===== src/hdl/vbat_pkg.sv =====
// Shared constants for the voxel block average/threshold design.
// Field widths, configuration register codes and reset values.
// No dependencies; every other file imports this package.
package vbat_pkg;

	localparam int VOXEL_W   = 8;
	localparam int SUM_W     = 20;
	localparam int COORD_W   = 7;
	localparam int AVG_W     = 16;
	localparam int FRAC_W    = 8;
	localparam int DIM_REG_W = 8;
	localparam int BF_REG_W  = 5;
	localparam int THR_W     = 8;
	localparam int CFG_W     = 8;
	localparam int CFG_IDX_W = 3;
	localparam int QUEUE_DEPTH = 4;

	localparam logic [CFG_IDX_W-1:0] REG_GRID_WIDTH   = 3'd0;
	localparam logic [CFG_IDX_W-1:0] REG_GRID_HEIGHT  = 3'd1;
	localparam logic [CFG_IDX_W-1:0] REG_GRID_DEPTH   = 3'd2;
	localparam logic [CFG_IDX_W-1:0] REG_BLOCK_FACTOR = 3'd3;
	localparam logic [CFG_IDX_W-1:0] REG_THRESHOLD    = 3'd4;

	localparam logic [DIM_REG_W-1:0] DIM_RESET = 8'd128;
	localparam logic [BF_REG_W-1:0]  BF_RESET  = 5'd4;
	localparam logic [THR_W-1:0]     THR_RESET = 8'd0;

endpackage


===== src/hdl/vbat_queue.sv =====
// Small register FIFO that decouples the front end from the accumulator.
// Depends on vbat_pkg for the default depth.
module vbat_queue import vbat_pkg::*; #(
	parameter int W     = 8,
	parameter int DEPTH = QUEUE_DEPTH
) (
	input  logic         clk,
	input  logic         arst_n,
	input  logic         push_valid,
	output logic         push_ready,
	input  logic [W-1:0] push_data,
	output logic         pop_valid,
	input  logic         pop_ready,
	output logic [W-1:0] pop_data
);
	localparam int PTR_W = (DEPTH > 1) ? $clog2(DEPTH) : 1;
	localparam int CNT_W = $clog2(DEPTH+1);

	logic [W-1:0]     entries_q [DEPTH];
	logic [PTR_W-1:0] wr_ptr_q, rd_ptr_q;
	logic [CNT_W-1:0] count_q;
	logic             push, pop;

	assign push_ready = count_q != CNT_W'(DEPTH);
	assign pop_valid  = count_q != '0;
	assign push       = push_valid && push_ready;
	assign pop        = pop_valid && pop_ready;
	assign pop_data   = entries_q[rd_ptr_q];

	always_ff @(posedge clk) begin
		if (push) begin
			entries_q[wr_ptr_q] <= push_data;
		end
	end

	always_ff @(posedge clk or negedge arst_n) begin
		if (!arst_n) begin
			wr_ptr_q <= '0;
			rd_ptr_q <= '0;
			count_q  <= '0;
		end else begin
			if (push) begin
				wr_ptr_q <= (wr_ptr_q == PTR_W'(DEPTH-1)) ? '0 : wr_ptr_q + PTR_W'(1);
			end
			if (pop) begin
				rd_ptr_q <= (rd_ptr_q == PTR_W'(DEPTH-1)) ? '0 : rd_ptr_q + PTR_W'(1);
			end
			if (push && !pop) begin
				count_q <= count_q + CNT_W'(1);
			end else if (pop && !push) begin
				count_q <= count_q - CNT_W'(1);
			end
		end
	end

	a_count_bound: assert property (@(posedge clk) disable iff (!arst_n)
		count_q <= CNT_W'(DEPTH))
		else $error("queue occupancy above its depth");

endmodule


===== config.mk =====
export PLATFORM = sky130hd
export DESIGN_NAME = vbat_queue
export DESIGN_NICKNAME = d
export VERILOG_FILES = /design/src/hdl/vbat_pkg.sv /design/src/hdl/vbat_queue.sv
export SDC_FILE = /design/constraint.sdc
export NUM_CORES = 1
export LEC_CHECK = 0
export ABC_AREA = 1
export BUFFER_PORTS_ARGS = -buffer_cell sky130_fd_sc_hd__buf_2
export CORE_ASPECT_RATIO = 2
export CORE_UTILIZATION = 35
export DETAILED_ROUTE_END_ITERATION = 7
export GPL_TIMING_DRIVEN = 0
export PLACE_DENSITY_LB_ADDON = 0.3
export SKIP_LAST_GASP = 1
export SLEW_MARGIN = 20
export SYNTH_ARGS = -nofsm -noshare
export SYNTH_HDL_FRONTEND = slang
export SYNTH_SLANG_ARGS = --single-unit

===== constraint.sdc =====
create_clock -name clk -period 2 [get_ports clk]
set_input_delay 0.3 -clock clk [delete_from_list [all_inputs] [get_ports clk]]
set_output_delay 0.3 -clock clk [all_outputs]
set_load 0.01 [all_outputs]

After elaboration in Yosys (flattened, before gate mapping)
Memory sizes are Yosys's and may differ from the RTL's. Cells that the tools add are included.

Register bits: 7. Latch bits: 0. RAM bits: 32. Memory bits (read-only): 0. Input port bits: 12. Output and inout port bits: 10. Memories: 1.

Memories: entries_q (depth 4, bits a word 8, read ports 1, clocked after memory_dff 0, wr ports 1, line vbat_queue.sv:19) `logic [W-1:0] entries_q [DEPTH];`.

Add/sub/neg operators: 4. Multipliers: 0. Div/mod/pow operators: 0. Order comparisons: 0. Equality and inequality tests: 3. Shift-type cells: 0. Muxes and demuxes: 6. Bitwise gates (word level): 0. Reductions and logical operators: 8.

Operators by type and width (count): 3-bit two-way mux (2); 2-bit by 1-bit adder with 2-bit output (second input constant) (2); 2-bit equality test (second input constant) (2); 1-bit logical AND (4); 2-bit two-way mux (2); 3-bit by 1-bit adder with 3-bit output (second input constant) (1); 3-bit inequality test (second input constant) (1); 3-bit nonzero test (1); 3-bit by 1-bit subtractor with 3-bit output (second input constant) (1); 1-bit zero test (2); 1-bit two-way mux (2); 2-bit nonzero test (1).

Longest topological paths before layout
Word-level depth: 6. Depth in mapped cells: 12. Depth with buffers taken out: 12.

Worst setup path before layout
Ideal clock, no wire load.

Path type: register -> register. Start: reg count_q[1]. End: reg count_q[2]. Library setup time: 0.117 ns. Data arrival time: 1.603 ns. Data required time: 1.883 ns. Setup slack: 0.280 ns. Cell stages (with the launch flop): 11. Period minus slack after synthesis: 1.720 ns. Cells stage by stage: dfrtp_1 -> inv_1 -> nand3_1 -> nand2_2 -> ha_1 -> inv_1 -> fa_1 -> nand2_1 -> nand3_1 -> nand2_1 -> nand2_1.

Cells in the longest elaborated chain, start to end: 5. Elaborated cells between the ends (all ways): 13.

RTL lines: start, declared (line vbat_queue.sv:21) `logic [CNT_W-1:0] count_q;`; start signal, assigned (line vbat_queue.sv:49) `count_q <= count_q + CNT_W'(1);`; start signal, assigned (line vbat_queue.sv:51) `count_q <= count_q - CNT_W'(1);`; 3-bit nonzero test * (line vbat_queue.sv:25) `assign pop_valid = count_q != '0;`; via pop_valid (line vbat_queue.sv:12) `output logic pop_valid,`; 1-bit logical AND * (line vbat_queue.sv:27) `assign pop = pop_valid && pop_ready;`; 1-bit zero test (line vbat_queue.sv:48) `if (push && !pop) begin`; 1-bit logical AND (line vbat_queue.sv:48); 3-bit two-way mux / 2-bit nonzero test (equally long branches).

The timed path passes the listed nets; every way through them passes the cells marked *. The select of a mux whose other input is x is not followed. A chain may end at the register's enable or synchronous reset.

Worst setup path after layout
Start: reg count_q[0]. End: reg count_q[2].

Cells in the longest elaborated chain, start to end: 5. Elaborated cells between the ends (all ways): 13.

RTL lines: parallel branches: the longest is 5 deep, another holds 3-bit by 1-bit subtractor with 3-bit output.

Several ways; the timed one is not identified. The select of a mux whose other input is x is not followed.

==> impl_metrics.tcl <==
set metrics [dict create \
    synth_mux_area_share_pct 0 \
    vias 1111 \
    die_w_um 52.1 \
    rr_worst_depth 10 \
    worst-setup-path-type "register to register" \
    r2r_end "count_q[2]$_DFFE_PN0P_" \
    r2r_slack_ns 0.16 \
    design_area_um2 2020 \
    drt_first_pass_iters 4 \
    leakage_uw 0.000883 \
    synth_edf_count 32 \
    path_max_fanout 4 \
    n_antenna_cell 0 \
    ant_nets 0 \
    clk_latency_ns 0.28 \
    fmax_mhz 544 \
    grt_max_degree 12 \
    cts_sinks 39 \
    hold_end "entries_q[0][7]$_DFFE_PP_" \
    power.density_nw_per_um2 1400 \
    period_share_pct 91.9 \
    first_iter_violations 38 \
    fin_skew_ns 0.00687 \
    synth-seq-cells 39 \
    synth_top_area_cell "edfxtp_1" \
    synth_common_cells "37 x nand2_1, 32 x edfxtp_1, 29 x inv_1" \
    arrival_ns 2.01 \
    hold_slack_ns 0.231 \
    clk_pin_slew_ns 0.07 \
    cts_tree "done" \
    synth_area_um2 1750 \
    core_area_um2 4860 \
    first_global_vias 1049 \
    setup_viol 0 \
    peakVddDrop_uv 670 \
    clockBufferDepth 2 \
    synth_compound_area_share_pct 7.13 \
    synth_top_area_share_pct 54.8 \
    hold_path_class "input port to register" \
    slew_violations 0 \
    reg2reg_from "count_q[0]$_DFFE_PN0P_" \
    synth_cells 152 \
    cp.required_ns 2.17 \
    rows 36 \
    yosys-top-cells-area "edfxtp_1 55%, dfrtp_1 10%, nand2_1 7.9%, o211ai_1 6.8%, inv_1 6.2%" \
    ys_seq_area_share_pct 64.8 \
    hp-start "push_data[7]" \
    nets 200 \
    slew_headroom_pct 43.9 \
    async_flop_share_pct 17.9 \
    gp_congestion 0.722 \
    vias_per_cell 4.65 \
    drt-wirelength-per-cell_um 12.6 \
    synth-simple-area-share_pct 12.6 \
    placed_area_um2 1930 \
    grt-ovfl-total 0 \
    drt_drc_violations_left 0 \
    syn_to_final_growth_pct 15.3 \
    synth_warnings 0 \
    grt.total_usage_pct 12.9 \
    htree_levels 2 \
    synth_nets 171 \
    root_buffer "clkbuf_8" \
    rsz0062_at_grt "no" \
    fin_tns_setup_ns 0 \
    period_minus_slack_ns 1.84 \
    synth_xor_area_share_pct 0.499 \
    drive_above_1_share_pct 19.8 \
    cts_buffers 5 \
    grt_pass1_wl_um 4770 \
    synth_flop_cell "edfxtp_1" \
    tightest_slew_ns 0.838 \
    avgSynthCellArea_um2 11.5 \
    start_util_pct 36.1 \
    synthAdderAreaFrac_pct 5.42 \
    hold_viol 0 \
    port_buffers 21 \
    hpwl_um 2160 \
    yosys.cell_count.top_type "nand2_1" \
    finalWirelength_um 3010 \
    drv_cap 0 \
    die_area_um2 5320 \
    yosysUniqueCellTypes 16 \
    cp-start-kind "register" \
    holdPathStages 1 \
    status "finished, final reports clean" \
    grt_antenna_before_repair 0 \
    die_h_um 102 \
    synth_top_family_by_area "simple AND/OR/NAND/NOR gates" \
    ios 22 \
    end_kind "register" \
]
## layout make-up
type	instances	area, um2
Fill cell	472	2840
Sequential cell	39	1140
Multi-Input combinational cell	78	449
Timing Repair Buffer	22	115
Inverter	30	113
Clock buffer	7	76.3
Tap cell	57	71.3
Buffer	5	56.3
Clock inverter	1	5.00
## logic make-up (layout without fill, tap and decap cells)
| group | after synthesis | in the layout |
|---|---|---|
| AO/OA/AOI/OAI | 17 | 17 |
| XOR/XNOR | 1 | 1 |
| adder cells (fa/ha/maj) | 7 | 7 |
| buffers and inverters | 35 | 65 |
| flip-flops | 39 | 39 |
| AND/OR/NAND/NOR | 53 | 53 |
## layout by cell type (no fill, tap or decap)
cell | synthesis | final
nand4_1 | 1 | 1
clkbuf_8 | 0 | 5
edfxtp_1 | 32 | 32
nand3_1 | 6 | 6
fa_1 | 1 | 1
buf_6 | 5 | 5
o211ai_1 | 16 | 16
clkinv_2 | 0 | 1
inv_2 | 1 | 1
dlygate4sd3_1 | 0 | 1
nand2_2 | 2 | 2
nor2_1 | 6 | 6
dfrtp_1 | 7 | 7
inv_1 | 29 | 29
buf_2 | 0 | 21
xnor2_1 | 1 | 1
nand3_2 | 1 | 1
ha_1 | 6 | 6
clkbuf_1 | 0 | 2
nand2_1 | 37 | 37
o21ai_0 | 1 | 1
## per-layer routing
| metal | GRT usage (%) | routed length, um | vias to the layer above |
|---|---|---|---|
| met3 | 2.08 | 89 | 7 |
| met4 | 7.69 | 85 | 0 |
| li1 | - | - | 558 |
| met1 | 13.3 | 1170 | 521 |
| met5 | 0 | 0 | - |
| met2 | 23.3 | 1670 | 25 |
## report_power, final
group	leakage (uW)	switching, uW	internal (uW)
sequential	0.000378	90.9	1090
combinational	0.000463	706	464
clock	0.0000422	241	244
total	0.000883	1040	1800
## worst max-delay path, stage by stage, from the launching register on
cell     delay, ns
dfrtp_1       0.43
inv_2         0.08
nand3_1       0.17
nand2_2       0.13
ha_1          0.19
inv_1         0.07
fa_1          0.38
nand2_1       0.10
nand3_1       0.07
nand2_1       0.05
nand2_1       0.05
## flip-flops by register name, indices dropped and copies added, names as in the netlist
signal     count
entries_q     32
count_q        3
rd_ptr_q       2
wr_ptr_q       2
## how the worst max path moves through the flow
stage / from / to / cells past startpoint
after floorplan: count_q[1]$_DFFE_PN0P_ / count_q[2]$_DFFE_PN0P_ / 10
after global placement: count_q[0]$_DFFE_PN0P_ / count_q[1]$_DFFE_PN0P_ / 9
after detailed placement: count_q[1]$_DFFE_PN0P_ / count_q[1]$_DFFE_PN0P_ / 9
after CTS: count_q[1]$_DFFE_PN0P_ / count_q[1]$_DFFE_PN0P_ / 9
after global routing: count_q[1]$_DFFE_PN0P_ / count_q[1]$_DFFE_PN0P_ / 9
final: count_q[0]$_DFFE_PN0P_ / count_q[2]$_DFFE_PN0P_ / 10
## what timing repair did
action	4_1_cts	5_1_grt
endpoints found under the hold margin	7	0
hold buffers	1	0
gates resized for setup	0	0
buffers inserted	0	0
## per-stage QoR
step                power (uW)  utilization [%]  setup WS, ns  std cells
finish                    2840             41.6         0.162        239
CTS                       2880             41.6         0.165        239
detailed placement        2390             39.7         0.187        230
global route              3060             41.6        0.0119        239
floorplan                 2010                -         0.280        152
global placement          2370             39.7         0.191        230
Note: power is estimated with default switching activity, not from simulation.
