===== config.mk =====
export PLATFORM = sky130hd
export DESIGN_NAME = vbat_front_flat
export DESIGN_NICKNAME = d
export VERILOG_FILES = /design/src/hdl/vbat_pkg.sv /design/src/hdl/vbat_if.sv /design/src/hdl/vbat_front.sv /design/src/flat_wrapper.sv
export SDC_FILE = /design/constraint.sdc
export NUM_CORES = 1
export LEC_CHECK = 0
export BUFFER_PORTS_ARGS = -buffer_cell sky130_fd_sc_hd__buf_4
export CORE_MARGIN = 2
export CORE_UTILIZATION = 52
export DETAILED_ROUTE_END_ITERATION = 16
export HOLD_SLACK_MARGIN = 0.08
export PLACE_DENSITY = 0.76
export SETUP_SLACK_MARGIN = 0.1
export SLEW_MARGIN = 40
export SYNTH_ARGS = -nofsm -noshare
export SYNTH_HDL_FRONTEND = slang
export SYNTH_SLANG_ARGS = --single-unit
export TNS_END_PERCENT = 50

===== constraint.sdc =====
create_clock -name clk -period 6.6 [get_ports clk]
set_input_delay 1.65 -clock clk [delete_from_list [all_inputs] [get_ports clk]]
set_output_delay 1.65 -clock clk [all_outputs]
set_load 0.005 [all_outputs]

===== src/hdl/vbat_pkg.sv =====
// Shared constants for the voxel block average/threshold design.
// Field widths, configuration register codes and reset values.
// No dependencies; every other file imports this package.
package vbat_pkg;

	localparam int VOXEL_W   = 8;
	localparam int SUM_W     = 20;
	localparam int COORD_W   = 7;
	localparam int AVG_W     = 16;
	localparam int FRAC_W    = 8;
	localparam int DIM_REG_W = 8;
	localparam int BF_REG_W  = 5;
	localparam int THR_W     = 8;
	localparam int CFG_W     = 8;
	localparam int CFG_IDX_W = 3;
	localparam int QUEUE_DEPTH = 4;

	localparam logic [CFG_IDX_W-1:0] REG_GRID_WIDTH   = 3'd0;
	localparam logic [CFG_IDX_W-1:0] REG_GRID_HEIGHT  = 3'd1;
	localparam logic [CFG_IDX_W-1:0] REG_GRID_DEPTH   = 3'd2;
	localparam logic [CFG_IDX_W-1:0] REG_BLOCK_FACTOR = 3'd3;
	localparam logic [CFG_IDX_W-1:0] REG_THRESHOLD    = 3'd4;

	localparam logic [DIM_REG_W-1:0] DIM_RESET = 8'd128;
	localparam logic [BF_REG_W-1:0]  BF_RESET  = 5'd4;
	localparam logic [THR_W-1:0]     THR_RESET = 8'd0;

endpackage


===== src/hdl/vbat_if.sv =====
// Stream interfaces for the voxel input and the cube result channels.
// Depends on vbat_pkg for the payload widths.
interface vbat_voxel_if import vbat_pkg::*; ();
	logic               valid;
	logic               ready;
	logic [VOXEL_W-1:0] voxel_value;

	modport source (output valid, output voxel_value, input ready);
	modport sink   (input valid, input voxel_value, output ready);
endinterface



===== src/hdl/vbat_front.sv =====
// Front end: raster counters, cube classification and queue entry packing.
// Depends on vbat_pkg and vbat_voxel_if.
module vbat_front import vbat_pkg::*; #(
	parameter int MAX_SIDE  = 128,
	parameter int MAX_BLOCK = 16
) (
	input  logic clk,
	input  logic arst_n,
	input  logic restart,
	input  logic [$clog2(MAX_SIDE+1)-1:0] side_w,
	input  logic [$clog2(MAX_SIDE+1)-1:0] side_h,
	input  logic [$clog2(MAX_SIDE+1)-1:0] side_d,
	input  logic [$clog2(MAX_BLOCK+1)-1:0] bf,
	vbat_voxel_if.sink voxels,
	output logic push_valid,
	input  logic push_ready,
	output logic [$clog2(MAX_SIDE*MAX_SIDE)+2+VOXEL_W+3*COORD_W+3*$clog2(MAX_BLOCK+1)-1:0]
		push_data
);
	localparam int POS_W  = $clog2(MAX_SIDE);
	localparam int SIDE_W = $clog2(MAX_SIDE+1);
	localparam int BLK_W  = $clog2(MAX_BLOCK+1);
	localparam int OFF_W  = (MAX_BLOCK > 1) ? $clog2(MAX_BLOCK) : 1;
	localparam int ADDR_W = $clog2(MAX_SIDE*MAX_SIDE);
	localparam int CMP_W  = (SIDE_W > BLK_W) ? SIDE_W : BLK_W;

	logic [POS_W-1:0] pos_x_q, pos_y_q, pos_z_q;
	logic [OFF_W-1:0] off_x_q, off_y_q, off_z_q;
	logic [POS_W-1:0] bx_q, by_q;

	logic              accept;
	logic [POS_W-1:0]  org_x, org_y, org_z;
	logic [SIDE_W-1:0] rem_x, rem_y, rem_z;
	logic [BLK_W-1:0]  cx, cy, cz;
	logic [SIDE_W-1:0] px_inc, py_inc, pz_inc;
	logic [BLK_W-1:0]  ox_inc, oy_inc, oz_inc;
	logic              wrap_x, wrap_y, wrap_z;
	logic              bend_x, bend_y, bend_z;
	logic              first, last;
	logic [ADDR_W-1:0] slot;

	assign accept       = voxels.valid && push_ready;
	assign voxels.ready = push_ready;
	assign push_valid   = voxels.valid;

	// Origin of the current cube and its size after clipping at the far faces.
	assign org_x = pos_x_q - POS_W'(off_x_q);
	assign org_y = pos_y_q - POS_W'(off_y_q);
	assign org_z = pos_z_q - POS_W'(off_z_q);
	assign rem_x = side_w - SIDE_W'(org_x);
	assign rem_y = side_h - SIDE_W'(org_y);
	assign rem_z = side_d - SIDE_W'(org_z);
	assign cx = (CMP_W'(rem_x) < CMP_W'(bf)) ? BLK_W'(rem_x) : bf;
	assign cy = (CMP_W'(rem_y) < CMP_W'(bf)) ? BLK_W'(rem_y) : bf;
	assign cz = (CMP_W'(rem_z) < CMP_W'(bf)) ? BLK_W'(rem_z) : bf;

	assign ox_inc = BLK_W'(off_x_q) + BLK_W'(1);
	assign oy_inc = BLK_W'(off_y_q) + BLK_W'(1);
	assign oz_inc = BLK_W'(off_z_q) + BLK_W'(1);
	assign px_inc = SIDE_W'(pos_x_q) + SIDE_W'(1);
	assign py_inc = SIDE_W'(pos_y_q) + SIDE_W'(1);
	assign pz_inc = SIDE_W'(pos_z_q) + SIDE_W'(1);
	assign wrap_x = px_inc >= side_w;
	assign wrap_y = py_inc >= side_h;
	assign wrap_z = pz_inc >= side_d;
	assign bend_x = ox_inc == bf;
	assign bend_y = oy_inc == bf;
	assign bend_z = oz_inc == bf;

	assign first = (off_x_q == '0) && (off_y_q == '0) && (off_z_q == '0);
	assign last  = (ox_inc == cx) && (oy_inc == cy) && (oz_inc == cz);
	assign slot  = ADDR_W'(by_q) * ADDR_W'(MAX_SIDE) + ADDR_W'(bx_q);

	assign push_data = {slot, first, last, voxels.voxel_value,
		COORD_W'(org_x), COORD_W'(org_y), COORD_W'(org_z), cx, cy, cz};

	always_ff @(posedge clk or negedge arst_n) begin
		if (!arst_n) begin
			pos_x_q <= '0;
			pos_y_q <= '0;
			pos_z_q <= '0;
			off_x_q <= '0;
			off_y_q <= '0;
			off_z_q <= '0;
			bx_q    <= '0;
			by_q    <= '0;
		end else if (restart) begin
			pos_x_q <= '0;
			pos_y_q <= '0;
			pos_z_q <= '0;
			off_x_q <= '0;
			off_y_q <= '0;
			off_z_q <= '0;
			bx_q    <= '0;
			by_q    <= '0;
		end else if (accept) begin
			if (wrap_x) begin
				pos_x_q <= '0;
				off_x_q <= '0;
				bx_q    <= '0;
				if (wrap_y) begin
					pos_y_q <= '0;
					off_y_q <= '0;
					by_q    <= '0;
					if (wrap_z) begin
						pos_z_q <= '0;
						off_z_q <= '0;
					end else begin
						pos_z_q <= POS_W'(pz_inc);
						off_z_q <= bend_z ? '0 : OFF_W'(oz_inc);
					end
				end else begin
					pos_y_q <= POS_W'(py_inc);
					off_y_q <= bend_y ? '0 : OFF_W'(oy_inc);
					by_q    <= bend_y ? by_q + POS_W'(1) : by_q;
				end
			end else begin
				pos_x_q <= POS_W'(px_inc);
				off_x_q <= bend_x ? '0 : OFF_W'(ox_inc);
				bx_q    <= bend_x ? bx_q + POS_W'(1) : bx_q;
			end
		end
	end

	a_offset_in_cube: assert property (@(posedge clk) disable iff (!arst_n)
		(BLK_W'(off_x_q) < bf) && (BLK_W'(off_y_q) < bf) && (BLK_W'(off_z_q) < bf))
		else $error("cube offset reached the block factor");
	a_pos_in_volume: assert property (@(posedge clk) disable iff (!arst_n)
		(SIDE_W'(pos_x_q) < side_w) && (SIDE_W'(pos_y_q) < side_h)
		&& (SIDE_W'(pos_z_q) < side_d))
		else $error("raster position outside the volume");

endmodule


===== src/flat_wrapper.sv =====
// flat-port wrapper written by rule: the top's interface ports become plain ports
module vbat_front_flat import vbat_pkg::*;
#(
	parameter int MAX_SIDE  = 128,
	parameter int MAX_BLOCK = 16
)
  (clk, arst_n, restart, side_w, side_h, side_d, bf, push_valid, push_ready, push_data, voxels_valid, voxels_voxel_value, voxels_ready);
  vbat_voxel_if voxels_i ();
  input  logic clk;
  input  logic arst_n;
  input  logic restart;
  input  logic [$clog2(MAX_SIDE+1)-1:0] side_w;
  input  logic [$clog2(MAX_SIDE+1)-1:0] side_h;
  input  logic [$clog2(MAX_SIDE+1)-1:0] side_d;
  input  logic [$clog2(MAX_BLOCK+1)-1:0] bf;
  output logic push_valid;
  input  logic push_ready;
  output logic [$clog2(MAX_SIDE*MAX_SIDE)+2+VOXEL_W+3*COORD_W+3*$clog2(MAX_BLOCK+1)-1:0] push_data;
  input wire logic [$bits(voxels_i.valid)-1:0] voxels_valid;
  input wire logic [$bits(voxels_i.voxel_value)-1:0] voxels_voxel_value;
  output wire logic [$bits(voxels_i.ready)-1:0] voxels_ready;
  assign voxels_i.valid = voxels_valid;
  assign voxels_i.voxel_value = voxels_voxel_value;
  assign voxels_ready = voxels_i.ready;
  vbat_front #(.MAX_SIDE(MAX_SIDE), .MAX_BLOCK(MAX_BLOCK)) u_core (.clk(clk), .arst_n(arst_n), .restart(restart), .side_w(side_w), .side_h(side_h), .side_d(side_d), .bf(bf), .voxels(voxels_i), .push_valid(push_valid), .push_ready(push_ready), .push_data(push_data));
endmodule

# ---- Yosys cells after proc, flatten, opt, wreduce, memory -nomap -nowiden
# Index checks and enable logic that the tools add are counted.
dict set report word_totals {
  rom_bits 0
  latchBits 0
  output_inout_bits 62
  n_memories 0
  ramBits 0
  input_bits 42
  ff_bits 47
  elab_cells 91
}
dict set report op_classes {
  n_addsub 15
  shift 0
  order_cmp 6
  n_bitwise 0
  n_reduce_logical 17
  eq_ne 6
  n_mul 0
  n_div 0
  muxes 39
}
# op n
set op_table {}
lappend op_table {{7-bit 2-to-1 mux} 21}
lappend op_table {{4-bit 2-to-1 mux} 15}
lappend op_table {{5-bit equality test} 6}
lappend op_table {{7-bit by 1-bit adder with 8-bit output (second input constant)} 3}
lappend op_table {{8-bit >= comparator} 3}
lappend op_table {{8-bit by 5-bit < comparator with 1-bit output} 3}
lappend op_table {{8-bit by 7-bit subtractor with 8-bit output} 3}
lappend op_table {{7-bit by 4-bit subtractor with 7-bit output} 3}
lappend op_table {{4-bit by 1-bit adder with 5-bit output (second input constant)} 3}
lappend op_table {{5-bit 2-to-1 mux} 3}
lappend op_table {{14-bit by 7-bit adder with 14-bit output} 1}
lappend op_table {{7-bit by 1-bit adder with 7-bit output (second input constant)} 2}
lappend op_table {{4-bit logical NOT} 3}
lappend op_table {{3-bit AND reduction} 2}
lappend op_table {{2-bit nonzero test} 3}
lappend op_table {{3-bit nonzero test} 2}
lappend op_table {{1-bit logical AND} 5}
lappend op_table {{2-bit AND reduction} 2}

# ---- Logic depth before layout (Yosys ltp)
dict set report logic_depth {
  ltp_word 8
  depth_mapped 21
  mapped_depth_nobuf 20
}

# ---- Worst setup path after synthesis
# No wires, ideal clock.
dict set report synth_timing {
  path_type {input to output}
  startpoint {input side_h[1]}
  endpoint {output push_data[44]}
  t_arrival_ns 4.753
  stages 13
  path_slack_ns 0.197
  cell_sequence {ha_1 nor2b_1 o31a_1 or2_2 maj3_2 a31oi_1 nand4_1 a221oi_4 mux2_2 xnor2_1 nand4b_1 nor4_2 buf_4}
}
dict set report synth_between {
  elab_chain_len 6
}
# element line_no
set synth_rtl {}
lappend synth_rtl {{start, declared} flat_wrapper.sv:13} ;# input logic [$clog2(MAX_SIDE+1)-1:0] side_h;
lappend synth_rtl {{8-bit by 7-bit subtractor with 8-bit output (*)} vbat_front.sv:51} ;# assign rem_y = side_h - SIDE_W'(org_y);
lappend synth_rtl {{8-bit by 5-bit < comparator with 1-bit output} vbat_front.sv:54} ;# assign cy = (CMP_W'(rem_y) < CMP_W'(bf)) ? BLK_W'(rem_y) : bf;
lappend synth_rtl {{5-bit 2-to-1 mux (*)} vbat_front.sv:54}
lappend synth_rtl {{via push_data[7]} flat_wrapper.sv:18} ;# output logic [$clog2(MAX_SIDE*MAX_SIDE)+2+VOXEL_W+3*COORD_W+3*$clog2(MAX_BLOCK+1)-1:0] push_data;
lappend synth_rtl {{5-bit equality test (*)} vbat_front.sv:71} ;# assign last = (ox_inc == cx) && (oy_inc == cy) && (oz_inc == cz);
lappend synth_rtl {{1-bit logical AND (*) (2 in series)} vbat_front.sv:71}
lappend synth_rtl {{end, declared} flat_wrapper.sv:18}
# Mark *: on every way through the listed nets, which the timed path passes. The rest lies on a longest branch.

# ---- Worst setup path in the final report
dict set report layout_timing {
  startpoint {input side_h[1]}
  endpoint {output push_data[44]}
}
dict set report layout_between {
  elab_chain_len 6
}
# element line_no
set layout_rtl {}
lappend layout_rtl {{8-bit by 7-bit subtractor with 8-bit output (*)} vbat_front.sv:51}
lappend layout_rtl {{8-bit by 5-bit < comparator with 1-bit output} vbat_front.sv:54}
lappend layout_rtl {{5-bit 2-to-1 mux (*)} vbat_front.sv:54}
lappend layout_rtl {{5-bit equality test (*)} vbat_front.sv:71}
lappend layout_rtl {{1-bit logical AND (*) (2 in series)} vbat_front.sv:71}
# Mark *: on every way between the ends. The rest lies on a longest branch, timed or not.

==> metrics <==
Cells after DPL 917; post-route DRC violation count 0; part of the cycle the worst path needs 99.4%; Unique masters post-synth 66; fraction of layout instances using a drive strength above 1 25.7%; register bit count reported by yosys 47; Critical Path Slowest Stage Cell a221oi_4; Final Critical Period 6560 ps; Pwr Density 667 mW/mm²; number of antenna repair diodes 0; buffer and inverter count on the worst path 2; transition time at the pin with the least slew margin 748 ps; pin count of the biggest net entering global routing 48; critical path endpoint category output port; remaining antenna violation count after routing 0; average instance area after synthesis 8.18 µm²; Synthesized Nets 821; Rows 38; floorplan die width 109 µm; CP peak stage delay 390 ps; count of hold-fix buffers inserted at cts 0; first-iteration detailed-routing DRC count 280; Yosys warning count 0; cell class contributing the biggest share of worst-path delay simple AND/OR/NAND/NOR gates; achievable clock frequency 152 MHz; LEAKAGE 3.48 nW; required time at the worst-slack endpoint 4950 ps; FFs w/ async S/R, synth 100%; HP Class reg -> reg; routed len/inst 16.6 µm; DIE AREA 0.0119 mm²; Worst-path clk slew 100 ps; Final Non-Filler Cells 939; highest net fanout along the worst path 4; switching portion of total power 46.8%; TritonCTS buffer count 5; global placer's final weighted congestion 0.924; core area 0.0108 mm²; unrepaired setup endpoints after global routing yes; post-synthesis sequential area ratio 20.5%; path type of the worst setup path in -> out; Sink Count 47; starting density of the core 53.1%; number of antenna violations at the first check in global routing 0; Congestion Overflow GR 0; Worst Setup Start Kind input port; VDD IR-drop max 551 µV; outcome finished clean; fraction of the core area covered by cells at the end of the flow 65.2%; tightest slew margin relative to the limit 50.1%; sequential fraction of design power 9.5%; clock latency on the worst-skew pair 310 ps; global-route wire length before repair 24.9 mm; CTS Root Buffer Type clkbuf_8; final count of negative-setup-slack endpoints 0; count of pins on the block boundary 104; multi-input combinational cell area 0.00434 mm²; Die Ht 109 µm; Max Cap Violations 0; number of enable-type register cells in the synthesized netlist 0; number of global-route vias before repair 5241; max-slew violation total from the final report 0; final hold violation count 0; Worst Hold Slack 547 ps; worst-case register-to-register setup slack 3000 ps; HPWL after DPL 12.1 mm; commonest register cell after synthesis dfrtp_1; overall power after layout 4.69 mW; number of buffers between clock root and the deepest sink 2; worst setup skew after layout 17.7 ps; net switching power 2.19 mW; detail-routed via count per cell 5.76; fin nets 919; data arrival at the endpoint of the critical path 4910 ps; Internal 2.49 mW; number of optimization iterations in the first detailed-route pass 5; Critical Path, Cell by Cell buf_6 > ha_4 > nor2b_4 > o31a_1 > or2_4 > maj3_2 > a31oi_4 > nand4_1 > a221oi_4 > mux2_4 > xnor2_1 > nand4b_1 > nor4_4 > buf_4; sum of routed wire length over all layers 15.6 mm; Layout fillers 908; CTS H-tree depth 2; Synth Cell Area 0.00573 mm²; Clock power frac 4.9%; count of buffers inserted at the top-level ports 87; via count 5404; number of instances in the synthesized netlist 700; clock tree from TritonCTS built; share of power burned in combinational logic 85.6%; final-layout setup total negative slack 0 ps; register area 0.00118 mm²; growth of design area from synthesis to finish 22.8%; GRT Total Usage 26.4%
[metal layers]
layer | track usage (%) | up-vias | routed length, µm
li1 | - | 2624 | -
met3 | 3.41 | 22 | 881
met2 | 45.0 | 162 | 7460
met1 | 35.9 | 2596 | 7000
met4 | 5.22 | 0 | 244
met5 | 0 | - | 0
[placed cells by master, fill, tap and decap left out, drive strengths merged, types with 8 or more instances in the layout]
master | netlist | final
nor3 | 8 | 8
o21a | 8 | 8
nand3 | 31 | 31
nand2b | 12 | 12
a21oi | 27 | 27
dfrtp | 47 | 47
o21ai | 54 | 54
xor2 | 35 | 35
nand2 | 56 | 56
nor2 | 40 | 40
ha | 73 | 73
mux2 | 13 | 13
inv | 78 | 79
a21o | 19 | 19
buf | 15 | 122
nand4 | 9 | 9
and3 | 9 | 9
nor2b | 14 | 14
xnor2 | 41 | 41
[power by group through the flow]
stage	Clock, mW	Combinational, mW	Sequential (mW)
floorplan	0	2.33	0.424
global placement	0	3.33	0.444
detailed placement	0	3.42	0.447
CTS	0.233	3.70	0.443
global route	0.242	4.40	0.459
finish	0.230	4.01	0.447
[per-stage QoR]
step	cell area (µm²)	worst slack (ps)
6_report	7030	39.3
2_1_floorplan	5730	197
4_1_cts	6830	17.7
3_5_place_dp	6560	-124
3_3_place_gp	6550	-45.1
5_1_grt	7030	-115
[worst register-to-register path, delay by kind of cell, from the launching register on]
kind            cells  cell delay (ps)
compound gates      7             1500
xor+xnor            1              170
fa+ha+maj           2              540
buf+inv             2              420
flops               1              400
simple gates        2              490
[timing repair]
action	4_1_cts	5_1_grt
gates cloned	0	0
gates resized for setup	20	36
setup buffers	5	9
endpoints found under the setup margin	1	2
pin swaps	14	23
[sequential cells by signal, indices dropped and copies added, names as in the netlist]
signal,count
u_core.by_q,7
u_core.off_y_q,4
u_core.off_x_q,4
u_core.pos_y_q,7
u_core.bx_q,7
u_core.off_z_q,4
u_core.pos_x_q,7
u_core.pos_z_q,7
[worst paths after layout]
path,cells past startpoint,end,from
worst max register to register,14,u_core.off_z_q[2]$_DFFE_PN0P_,u_core.pos_x_q[0]$_DFFE_PN0P_
worst max-delay path,14,push_data[44],side_h[1]
max in group asynchronous,1,u_core.off_y_q[0]$_DFFE_PN0P_,arst_n
worst min-delay path,1,u_core.bx_q[3]$_DFFE_PN0P_,u_core.bx_q[3]$_DFFE_PN0P_
min in group asynchronous,1,u_core.off_x_q[1]$_DFFE_PN0P_,arst_n
worst min register to register,1,u_core.bx_q[3]$_DFFE_PN0P_,u_core.bx_q[3]$_DFFE_PN0P_
[cells in the mapped netlist (all sizes together) (6+ instances only)]
library cell	instances	share of area [%]
inv	78	5.1
nor3	8	0.70
or3	6	0.83
and3	9	1.0
nand2	56	3.7
xor2	35	5.4
nand2b	12	1.3
or2	6	0.66
ha	73	16
o21ai	54	4.7
o22ai	6	0.66
nand3	31	2.7
dfrtp	47	21
nor2	40	2.6
clkbuf	16	1.1
a21o	19	2.5
nor2b	14	1.5
xnor2	41	6.5
buf	15	2.1
a22o	7	1.1
nand4	9	0.98
mux2	13	2.6
fa	6	2.1
o21a	8	1.1
mux2i	6	1.0
a21oi	27	2.6
[cell families after synthesis]
group,after synthesis,share of synthesized area (%)
DFF,47,20.5
muxes,19,3.67
adders and majority gates,82,18.6
AOI/OAI and AO/OA,161,19.0
xor gates and xnor gates,76,11.9
buffers and inverters,109,8.23
and+or+nand+nor,206,18.0
[layout make-up]
cell class,instances,share of cell area (%)
clock inverters,3,0.676
well taps,140,2.49
multi-input cells,544,61.7
inverters,78,4.16
flip-flops and latches,47,16.8
repair buffers,122,13.2
clock buffers,5,0.979
Power figures use the tool's default switching activity.
