--- src/hdl/vbat_pkg.sv ---
// Shared constants for the voxel block average/threshold design.
// Field widths, configuration register codes and reset values.
// No dependencies; every other file imports this package.
package vbat_pkg;

	localparam int VOXEL_W   = 8;
	localparam int SUM_W     = 20;
	localparam int COORD_W   = 7;
	localparam int AVG_W     = 16;
	localparam int FRAC_W    = 8;
	localparam int DIM_REG_W = 8;
	localparam int BF_REG_W  = 5;
	localparam int THR_W     = 8;
	localparam int CFG_W     = 8;
	localparam int CFG_IDX_W = 3;
	localparam int QUEUE_DEPTH = 4;

	localparam logic [CFG_IDX_W-1:0] REG_GRID_WIDTH   = 3'd0;
	localparam logic [CFG_IDX_W-1:0] REG_GRID_HEIGHT  = 3'd1;
	localparam logic [CFG_IDX_W-1:0] REG_GRID_DEPTH   = 3'd2;
	localparam logic [CFG_IDX_W-1:0] REG_BLOCK_FACTOR = 3'd3;
	localparam logic [CFG_IDX_W-1:0] REG_THRESHOLD    = 3'd4;

	localparam logic [DIM_REG_W-1:0] DIM_RESET = 8'd128;
	localparam logic [BF_REG_W-1:0]  BF_RESET  = 5'd4;
	localparam logic [THR_W-1:0]     THR_RESET = 8'd0;

endpackage

--- src/hdl/vbat_if.sv ---


interface vbat_cube_if import vbat_pkg::*; ();
	logic               valid;
	logic               ready;
	logic [COORD_W-1:0] origin_x;
	logic [COORD_W-1:0] origin_y;
	logic [COORD_W-1:0] origin_z;
	logic [AVG_W-1:0]   average_q8;

	modport source (output valid, output origin_x, output origin_y, output origin_z,
		output average_q8, input ready);
	modport sink   (input valid, input origin_x, input origin_y, input origin_z,
		input average_q8, output ready);
endinterface

--- src/hdl/vbat_finish.sv ---
// Cube finisher: voxel count, threshold test, serial 8.8 average divide, result register.
// Depends on vbat_pkg and vbat_cube_if.
module vbat_finish import vbat_pkg::*; #(
	parameter int MAX_BLOCK = 16
) (
	input  logic clk,
	input  logic arst_n,
	input  logic [THR_W-1:0] threshold,
	input  logic in_valid,
	output logic in_ready,
	input  logic [SUM_W+3*COORD_W+3*$clog2(MAX_BLOCK+1)-1:0] in_data,
	vbat_cube_if.source cubes
);
	localparam int BLK_W = $clog2(MAX_BLOCK+1);
	localparam int CNT_W = 3*BLK_W;
	localparam int LIM_W = THR_W + CNT_W;
	localparam int CMP_W = (LIM_W > SUM_W) ? LIM_W : SUM_W;
	localparam int DVD_W = SUM_W + FRAC_W;
	localparam int IT_W  = $clog2(DVD_W);

	typedef enum logic [2:0] {
		S_IDLE, S_MUL_A, S_MUL_B, S_THRESH, S_CHECK, S_DIVIDE, S_DONE
	} state_t;

	state_t             state_q;
	logic [SUM_W-1:0]   sum_q;
	logic [COORD_W-1:0] ox_q, oy_q, oz_q;
	logic [BLK_W-1:0]   cx_q, cy_q, cz_q;
	logic [2*BLK_W-1:0] pxy_q;
	logic [CNT_W-1:0]   cnt_q;
	logic [LIM_W-1:0]   lim_q;
	logic [CNT_W-1:0]   rem_q;
	logic [DVD_W-1:0]   dvd_q, quo_q;
	logic [IT_W-1:0]    iter_q;
	logic               out_valid_q;
	logic [COORD_W-1:0] out_x_q, out_y_q, out_z_q;
	logic [AVG_W-1:0]   out_avg_q;

	logic [SUM_W-1:0]   in_sum;
	logic [COORD_W-1:0] in_ox, in_oy, in_oz;
	logic [BLK_W-1:0]   in_cx, in_cy, in_cz;
	logic [CNT_W:0]     trial, trial_sub;
	logic               ge;

	assign {in_sum, in_ox, in_oy, in_oz, in_cx, in_cy, in_cz} = in_data;
	assign in_ready = state_q == S_IDLE;

	// One restoring division step per cycle; the remainder stays below the count.
	assign trial     = {rem_q, dvd_q[DVD_W-1]};
	assign trial_sub = trial - {1'b0, cnt_q};
	assign ge        = trial >= {1'b0, cnt_q};

	assign cubes.valid      = out_valid_q;
	assign cubes.origin_x   = out_x_q;
	assign cubes.origin_y   = out_y_q;
	assign cubes.origin_z   = out_z_q;
	assign cubes.average_q8 = out_avg_q;

	always_ff @(posedge clk or negedge arst_n) begin
		if (!arst_n) begin
			state_q     <= S_IDLE;
			sum_q       <= '0;
			ox_q        <= '0;
			oy_q        <= '0;
			oz_q        <= '0;
			cx_q        <= '0;
			cy_q        <= '0;
			cz_q        <= '0;
			pxy_q       <= '0;
			cnt_q       <= '0;
			lim_q       <= '0;
			rem_q       <= '0;
			dvd_q       <= '0;
			quo_q       <= '0;
			iter_q      <= '0;
			out_valid_q <= 1'b0;
			out_x_q     <= '0;
			out_y_q     <= '0;
			out_z_q     <= '0;
			out_avg_q   <= '0;
		end else begin
			// In S_DONE the result register is reloaded below instead of cleared.
			if (out_valid_q && cubes.ready && (state_q != S_DONE)) begin
				out_valid_q <= 1'b0;
			end
			case (state_q)
				S_IDLE: begin
					if (in_valid) begin
						sum_q   <= in_sum;
						ox_q    <= in_ox;
						oy_q    <= in_oy;
						oz_q    <= in_oz;
						cx_q    <= in_cx;
						cy_q    <= in_cy;
						cz_q    <= in_cz;
						state_q <= S_MUL_A;
					end
				end
				S_MUL_A: begin
					pxy_q   <= (2*BLK_W)'(cx_q) * (2*BLK_W)'(cy_q);
					state_q <= S_MUL_B;
				end
				S_MUL_B: begin
					cnt_q   <= CNT_W'(pxy_q) * CNT_W'(cz_q);
					state_q <= S_THRESH;
				end
				S_THRESH: begin
					lim_q   <= LIM_W'(threshold) * LIM_W'(cnt_q);
					state_q <= S_CHECK;
				end
				S_CHECK: begin
					// Sum above threshold times count is the same as average above threshold.
					if (CMP_W'(sum_q) > CMP_W'(lim_q)) begin
						rem_q   <= '0;
						dvd_q   <= {sum_q, FRAC_W'(0)};
						quo_q   <= '0;
						iter_q  <= '0;
						state_q <= S_DIVIDE;
					end else begin
						state_q <= S_IDLE;
					end
				end
				S_DIVIDE: begin
					rem_q  <= ge ? trial_sub[CNT_W-1:0] : trial[CNT_W-1:0];
					dvd_q  <= {dvd_q[DVD_W-2:0], 1'b0};
					quo_q  <= {quo_q[DVD_W-2:0], ge};
					iter_q <= iter_q + IT_W'(1);
					if (iter_q == IT_W'(DVD_W-1)) begin
						state_q <= S_DONE;
					end
				end
				S_DONE: begin
					if (!out_valid_q || cubes.ready) begin
						out_valid_q <= 1'b1;
						out_x_q     <= ox_q;
						out_y_q     <= oy_q;
						out_z_q     <= oz_q;
						out_avg_q   <= quo_q[AVG_W-1:0];
						state_q     <= S_IDLE;
					end
				end
				default: begin
					state_q <= S_IDLE;
				end
			endcase
		end
	end

	a_divisor_nonzero: assert property (@(posedge clk) disable iff (!arst_n)
		(state_q == S_DIVIDE) |-> (cnt_q != '0))
		else $error("average divide started with a zero voxel count");
	a_remainder_bound: assert property (@(posedge clk) disable iff (!arst_n)
		(state_q == S_DIVIDE) |-> (rem_q < cnt_q))
		else $error("division remainder not below the voxel count");

endmodule

--- src/flat_wrapper.sv ---
// flat-port wrapper written by rule: the top's interface ports become plain ports
module vbat_finish_flat import vbat_pkg::*;
#(
	parameter int MAX_BLOCK = 16
)
  (clk, arst_n, threshold, in_valid, in_ready, in_data, cubes_valid, cubes_origin_x, cubes_origin_y, cubes_origin_z, cubes_average_q8, cubes_ready);
  vbat_cube_if cubes_i ();
  input  logic clk;
  input  logic arst_n;
  input  logic [THR_W-1:0] threshold;
  input  logic in_valid;
  output logic in_ready;
  input  logic [SUM_W+3*COORD_W+3*$clog2(MAX_BLOCK+1)-1:0] in_data;
  output wire logic [$bits(cubes_i.valid)-1:0] cubes_valid;
  output wire logic [$bits(cubes_i.origin_x)-1:0] cubes_origin_x;
  output wire logic [$bits(cubes_i.origin_y)-1:0] cubes_origin_y;
  output wire logic [$bits(cubes_i.origin_z)-1:0] cubes_origin_z;
  output wire logic [$bits(cubes_i.average_q8)-1:0] cubes_average_q8;
  input wire logic [$bits(cubes_i.ready)-1:0] cubes_ready;
  assign cubes_valid = cubes_i.valid;
  assign cubes_origin_x = cubes_i.origin_x;
  assign cubes_origin_y = cubes_i.origin_y;
  assign cubes_origin_z = cubes_i.origin_z;
  assign cubes_average_q8 = cubes_i.average_q8;
  assign cubes_i.ready = cubes_ready;
  vbat_finish #(.MAX_BLOCK(MAX_BLOCK)) u_core (.clk(clk), .arst_n(arst_n), .threshold(threshold), .in_valid(in_valid), .in_ready(in_ready), .in_data(in_data), .cubes(cubes_i));
endmodule
--- config.mk ---
export PLATFORM = sky130hd
export DESIGN_NAME = vbat_finish_flat
export DESIGN_NICKNAME = d
export VERILOG_FILES = /design/src/hdl/vbat_pkg.sv /design/src/hdl/vbat_if.sv /design/src/hdl/vbat_finish.sv /design/src/flat_wrapper.sv
export SDC_FILE = /design/constraint.sdc
export NUM_CORES = 1
export LEC_CHECK = 0
export BUFFER_PORTS_ARGS = -buffer_cell sky130_fd_sc_hd__buf_2
export CAP_MARGIN = 20
export CORE_MARGIN = 5
export CORE_UTILIZATION = 31
export DETAILED_ROUTE_END_ITERATION = 8
export SETUP_SLACK_MARGIN = 0.02
export SLEW_MARGIN = 20
export SYNTH_ARGS = -nofsm -noshare
export SYNTH_HDL_FRONTEND = slang
export SYNTH_SLANG_ARGS = --single-unit
--- constraint.sdc ---
create_clock -name clk -period 4.76 [get_ports clk]
set_input_delay 1.19 -clock clk [delete_from_list [all_inputs] [get_ports clk]]
set_output_delay 1.19 -clock clk [all_outputs]
set_load 0.02 [all_outputs]
Word level (Yosys, flattened, before mapping)
Index checks and enable logic that the tools add are counted.
{"block": "totals", "reg_bits": 209, "inputBits": 68, "out_inout_bits": 39}
{"block": "classes", "add_sub_neg": 2, "muxes": 17, "n_mul": 3, "eq_ne": 12, "n_lt_le_gt_ge": 2, "reduce_logical": 10}
{"op": "28-bit case mux with 2 select lines", "n": 1}
{"op": "16-bit case mux with 2 select lines", "n": 1}
{"op": "15-bit 2-to-1 mux", "n": 2}
{"op": "15-bit case mux with 2 select lines", "n": 1}
{"op": "28-bit 2-to-1 mux", "n": 1}
{"op": "20-bit by 23-bit greater-than comparator with 1-bit output", "n": 1}
{"op": "8-bit by 15-bit multiplier with 23-bit output", "n": 1}
{"op": "3-bit case mux with 7 select lines", "n": 1}
{"op": "16-bit by 15-bit greater-or-equal comparator with 1-bit output", "n": 1}
{"op": "16-bit 2-to-1 mux", "n": 1}
{"op": "10-bit by 5-bit multiplier with 15-bit output", "n": 1}
{"op": "15-bit subtractor", "n": 1}
{"op": "3-bit 2-to-1 mux", "n": 4}
{"op": "5-bit by 5-bit multiplier with 10-bit output", "n": 1}
{"op": "5-bit case mux with 2 select lines", "n": 1}
{"op": "3-bit == test, second input constant", "n": 3}
{"op": "3-bit by 2-bit == test with 1-bit output, second input constant", "n": 2}
{"op": "2-bit by 1-bit != test with 1-bit output, second input constant", "n": 3}
{"op": "2-bit AND reduction", "n": 3}
{"op": "5-bit by 1-bit adder with 5-bit output, second input constant", "n": 1}
{"op": "5-bit == test, second input constant", "n": 1}
{"op": "5-bit 2-to-1 mux", "n": 1}
{"op": "3-bit by 1-bit == test with 1-bit output, second input constant", "n": 1}
{"op": "3-bit zero test", "n": 1}
{"op": "8 further kinds", "n": 11}

Logic depth before layout (Yosys ltp)
Gate-level depths: netlist of run 1.
{"block": "logic_depth", "depth_word": 5, "depth_mapped": 19, "depth_no_buf": 17}

Least setup slack after synthesis of run 1
OpenSTA, ideal clock, no wires.
{"block": "synth_timing", "kind": "input to register", "startpoint": "input threshold[7]", "endpoint": "register u_core.lim_q[21]", "path_slack_ns": -0.770, "t_required_ns": 4.629, "arrival_ns": 5.399, "n_path_buf": 1, "stages": 16, "path_cell_list": "clkbuf_1 > nand2_1 > fa_1 > fa_1 > inv_1 > fa_1 > inv_1 > fa_1 > inv_1 > ha_1 > or4_4 > o2111a_1 > or3_1 > a21oi_2 > xor2_1 > o21ai_1"}
{"block": "synth_between", "elab_chain_len": 1}
{"element": "start, declared", "line": "flat_wrapper.sv:10", "rtl": "input logic [THR_W-1:0] threshold;"}
{"element": "8-bit by 15-bit multiplier with 23-bit output", "line": "vbat_finish.sv:108", "rtl": "lim_q <= LIM_W'(threshold) * LIM_W'(cnt_q);"}
{"element": "end signal, assigned", "line": "vbat_finish.sv:108"}
{"element": "end, declared", "line": "vbat_finish.sv:31", "rtl": "logic [LIM_W-1:0] lim_q;"}
No other way between the ends.
A chain may end at the register's enable or synchronous reset.

Final worst setup path of run 1
{"block": "layout_timing", "startpoint": "input threshold[2]", "endpoint": "register u_core.lim_q[21]"}
The elaborated chain is that of the path after synthesis.

==> out/qor.yml, run 1 <==
tightest_slew_ns: 1.05
rows: 81
async_flop_share: 1.00
h-tree-depth: 1
yosysTopAreaCell: "dfrtp_1"
synth_top_area_frac: 0.331
critPathMaxFanout: 10
diodes: 0
r2r_cells: 14
start_util: 0.312
cts_buffer_depth: 3
first_pass_iters: 5
cp-end-kind: "flop"
fin_ws_ns: -0.107
required_ns: 5.16
hold_buffers: 0
path_class: "in2reg"
via_count: 11332
finalCriticalPeriod_ns: 4.87
grt_start_max_net_pins: 107
status: "finished, violations left"
hold_class: "reg2reg"
slew_violations: 0
cts_made_buffers: 23
synth_cell_types: 63
holdWs_ns: 0.478
core_sq_um: 48700
synthCells: 1520
gp_congestion: 0.842
ys_ff_latch: 201
regArea_sq_um: 5030
syn2layout_area_growth_pct: 20.3
layout.nets: 1989
drive_gt1_frac: 0.258
worstHoldPathCells: 2
dp_hpwl_mm: 27.5
grt_pass1_wl_mm: 60.3
tns_ns: -0.107
routed_wl_mm: 35.4
ys_warn_count: 0
fin_skew_ns: 0.0256
max_freq_ghz: 0.205
synth_edf_count: 0
fillCellCount: 4875
yosys-top-cells-area: "dfrtp_1, fa_1, ha_1"
setup_viol: 1
drtAntennaViolNets: 0
io_buffers: 106
cts_sinks: 201
final-hold-violation-count: 0
grt_pass1_vias: 12028
track_usage: 0.134
die_h_microns: 231
clk_latency_ns: 0.53
die_w_microns: 231
cap_violations: 0
syn_area_sq_um: 15200
postSynthAreaPerCell_sq_um: 10.0
route.detailed.vias_per_inst: 4.79
cts_tree: "done"
wl_per_cell_microns: 15.0
syn_nets: 1820
violations: "negative setup slack"
dr.first_iter.drc_count: 545
seq_area_frac_synth: 0.331
gr-total-overflow: 0
antenna_found_initial: 1
io_pins: 107
remaining_drc_errors: 0
arrival_ns: 5.27
cts-root-buf: "clkbuf_16"
multi_input_area_sq_um: 9560
post-route-period-util: 1.02
rsz0062_at_grt: "yes"
synth_flop_cell: "dfrtp_1"
die_area_sq_um: 53500
startpoint_type: "input port"
slew_headroom: 0.302
clk_pin_slew_ns: 0.06
==> Yosys cell counts, types with 5 or more instances <==
master	instances
a31oi_1	5
nand2b_1	9
mux2_2	99
a21o_1	12
a22o_1	17
a21oi_1	68
o21ai_0	79
a211oi_1	7
buf_2	12
ha_1	120
o221a_2	19
o21a_1	14
nor2b_1	8
nand3_1	15
o211ai_1	5
o22ai_1	21
clkbuf_1	45
nor2_1	53
inv_1	182
nand4_1	11
fa_1	112
nand2_1	142
and2_1	143
xnor2_1	20
nor3_1	12
xor2_1	20
dfrtp_1	201
o21bai_1	5
==> critical path, cell delays in order <==
cell and delay [ns]:
buf_12 0.12, and2_4 0.14, fa_1 0.57, fa_2 0.44, fa_1 0.49, inv_1 0.05
fa_1 0.51, inv_2 0.04, ha_4 0.15, or4_4 0.52, o2111a_1 0.28, or3_4 0.41
a21oi_4 0.13, xor2_1 0.14, o21ai_1 0.08
==> cell families after synthesis <==
family	count (synthesis)	synth area share
compound gates	292	0.127
flops	201	0.331
simple gates	414	0.138
fa+ha+maj	232	0.246
mux	101	0.0747
xor+xnor	40	0.0231
buf+inv	240	0.0605
==> timing repair <==
action                                  4_1_cts  5_1_grt
pin swaps                                    39       54
setup buffers                                 0        4
endpoints found under the setup margin        9       10
resized for setup                            43       28
==> area by class of cell <==
class,count,area share
clock buffer,31,0.0353
clock inverter,9,0.00739
inverter,182,0.0374
multi-input combinational,1079,0.523
sequential,201,0.275
tap,664,0.0455
timing repair buffer,202,0.0765
==> path summary, 6_finish.rpt <==
check,endpoint,startpoint,slack [ns]
max in group asynchronous,u_core.sum_q[16],arst_n,3.05
max reg2reg,u_core.lim_q[21],u_core.cnt_q[4],-0.01
max,u_core.lim_q[21],threshold[2],-0.11
min reg2reg,u_core.lim_q[14],u_core.lim_q[14],0.48
min in group asynchronous,u_core.cubes.average_q8[11],arst_n,0.77
min,u_core.lim_q[14],u_core.lim_q[14],0.48
==> through the flow <==
stage          setup slack, ns  utilization  area, sq um  instances
5_1_grt                 -0.182        0.375        18300       2368
6_report                -0.107        0.375        18300       2368
2_1_floorplan           -0.449            -        15400       1520
3_3_place_gp            -0.743        0.353        17200       2323
3_5_place_dp            -0.787        0.353        17200       2323
4_1_cts                 -0.109        0.372        18100       2363
==> registers in the layout (all words and copies together), names as in the netlist <==
name	count
u_core.lim_q	23
u_core.dvd_q	20
u_core.sum_q	20
u_core.cubes.average_q8	16
u_core.quo_q	16
u_core.cnt_q	15
u_core.rem_q	15
u_core.pxy_q	10
u_core.cubes.origin_x	7
u_core.cubes.origin_y	7
u_core.cubes.origin_z	7
u_core.ox_q	7
u_core.oy_q	7
u_core.oz_q	7
u_core.cx_q	5
u_core.cy_q	5
u_core.cz_q	5
u_core.iter_q	5
u_core.state_q	3
u_core.cubes.valid	1
==> per-layer routing <==
layer,part of all wire,global-route usage
met2,0.48,0.230
met5,0.00040,0
met4,0.018,0.0230
met3,0.040,0.0230
met1,0.46,0.180
==> layout by cell type (no fill, tap or decap), types with 17 or more instances in the layout <==
| cell | count |
|---|---|
| buf_2 | 99 |
| o22ai_1 | 21 |
| o21ai_0 | 71 |
| and2_4 | 18 |
| o221a_2 | 19 |
| and2_1 | 124 |
| clkbuf_16 | 23 |
| dfrtp_1 | 201 |
| xnor2_1 | 20 |
| nand2_1 | 137 |
| ha_1 | 110 |
| buf_4 | 88 |
| fa_1 | 107 |
| inv_1 | 175 |
| mux2_2 | 99 |
| a22o_1 | 17 |
| a21oi_1 | 60 |
| nor2_1 | 53 |
| xor2_1 | 20 |
Power of run 1 is left out: the tool's default activity adds up to more than one toggle a clock period on the data nets, which glitch-free logic cannot reach.
==> inputs of run 2 (changes only) <==
--- a/config.mk
+++ b/config.mk
@@ -10,6 +10,7 @@
 export CORE_MARGIN = 5
 export CORE_UTILIZATION = 31
 export DETAILED_ROUTE_END_ITERATION = 8
+export RECOVER_POWER = 100
 export SETUP_SLACK_MARGIN = 0.02
 export SLEW_MARGIN = 20
 export SYNTH_ARGS = -nofsm -noshare
==> out/qor.yml, run 2 (synthesis results as in run 1) <==
status: "finished, violations left"
violations: "max-capacitance violations, max-slew violations, negative setup slack"
grt_pass1_vias: 12028
crit_path_max_incr_delay_ns: 0.57
pre_cts_ws_ns: -0.787
remaining_drc_errors: 0
cap_violations: 4
setup_viol: 1
dr.first_iter.drc_count: 518
clk_latency_ns: 0.53
grt_start_max_net_pins: 107
gr-total-overflow: 0
cts_made_buffers: 23
cp_slowest_cell: "fa_1"
cts_tree: "done"
path_class: "in2reg"
die_w_microns: 231
core_sq_um: 48700
clk_pin_slew_ns: 0.06
drive_gt1_frac: 0.228
crit_top_cell: "fa_1"
timing.rr.start: "u_core.cnt_q[4]"
tightest_slew_ns: 2.65
final_common_cell: "dfrtp_1"
cts_buffer_depth: 3
gp_congestion: 0.842
drtAntennaViolNets: 0
min_from: "u_core.lim_q[18]"
io_pins: 107
r2r_cells: 14
final-hold-violation-count: 0
syn2layout_area_growth_pct: 19.4
layout_common_cells: "dfrtp_1, inv_1, nand2_1"
antenna_found_initial: 1
diodes: 0
holdWs_ns: 0.482
ff2ff_setup_slack_ns: 0
first_pass_iters: 5
worstHoldEndpoint: "u_core.lim_q[18]"
start_util: 0.312
layout.nets: 1989
hold_buffers: 0
fillCellCount: 4912
required_ns: 5.16
arrival_ns: 5.26
via_count: 11344
max_freq_ghz: 0.206
slew_headroom: -0.764
critPathMaxFanout: 10
rsz0062_at_grt: "yes"
fin_skew_ns: 0.0280
hold_class: "reg2reg"
route.detailed.vias_per_inst: 4.79
cts_sinks: 201
regMostFlops: "u_core.lim_q"
top_regs: "u_core.lim_q x23, u_core.dvd_q x20, u_core.sum_q x20"
cts-root-buf: "clkbuf_16"
track_usage: 0.134
worstHoldPathCells: 2
largest_reg_flops: 23
dp_hpwl_mm: 27.5
post-route-period-util: 1.02
rows: 81
h-tree-depth: 1
cp-end-kind: "flop"
die_h_microns: 231
wl_per_cell_microns: 15.0
slew_violations: 194
io_buffers: 106
grt_pass1_wl_mm: 60.3
die_area_sq_um: 53500
path_cells: "buf_12 -> and2_4 -> fa_1 -> fa_2 -> fa_1 -> inv_1 -> fa_1 -> inv_2 -> ha_4 -> or4_4 -> o2111a_1 -> or3_4 -> a21oi_4 -> xor2_1 -> o21ai_1"
startpoint_type: "input port"
reg2reg_to: "u_core.lim_q[21]"
routed_wl_mm: 35.5
finalCriticalPeriod_ns: 4.85
fin_ws_ns: -0.0927
[run 2: worst max-delay path by stage]
stage	endpoint	cells past startpoint	start
final	u_core.lim_q[21]	15	threshold[2]
after global routing	u_core.lim_q[22]	17	threshold[4]
after floorplan	u_core.lim_q[21]	15	threshold[5]
after CTS	u_core.lim_q[21]	15	threshold[5]
after global placement	u_core.lim_q[19]	17	threshold[4]
after detailed placement	u_core.lim_q[21]	17	threshold[2]
[run 2: worst max-delay path, delay by kind of cell]
kind	cells	cell delay, ns
simple gates	3	1.07
buf+inv	3	0.21
xor+xnor	1	0.14
fa+ha+maj	5	2.16
compound gates	3	0.48
[run 2: routing by layer]
layer / global-route usage / wire length (microns) / up-vias
met4: 0.0230 / 641 / 2
met1: 0.180 / 16300 / 5663
li1: - / - / 5461
met2: 0.230 / 17100 / 169
met5: 0 / 14 / -
met3: 0.0230 / 1370 / 49
[run 2: cell type report]
| cell class | instances | area, sq um | area share |
|---|---|---|---|
| timing repair buffer | 202 | 1290 | 0.0710 |
| tap | 664 | 831 | 0.0458 |
| multi-input combinational | 1079 | 9530 | 0.525 |
| clock buffer | 31 | 646 | 0.0356 |
| inverter | 182 | 683 | 0.0377 |
| sequential | 201 | 5030 | 0.277 |
| clock inverter | 9 | 135 | 0.00745 |
[run 2: repair_timing]
item | CTS | global route
gates resized for setup | 43 | 28
setup endpoints to repair | 9 | 10
pin swaps | 39 | 54
setup buffers | 0 | 4
[run 2: per-stage QoR]
step	util	std cells	cell area, sq um	setup TNS [ns]
after floorplan	-	1520	15400	-1.83
after global placement	0.353	2323	17200	-8.03
after detailed placement	0.353	2323	17200	-8.52
after CTS	0.372	2363	18100	-0.166
after global routing	0.372	2368	18100	-0.849
final	0.372	2368	18100	-0.0927
Power of run 2 is left out for the same reason.
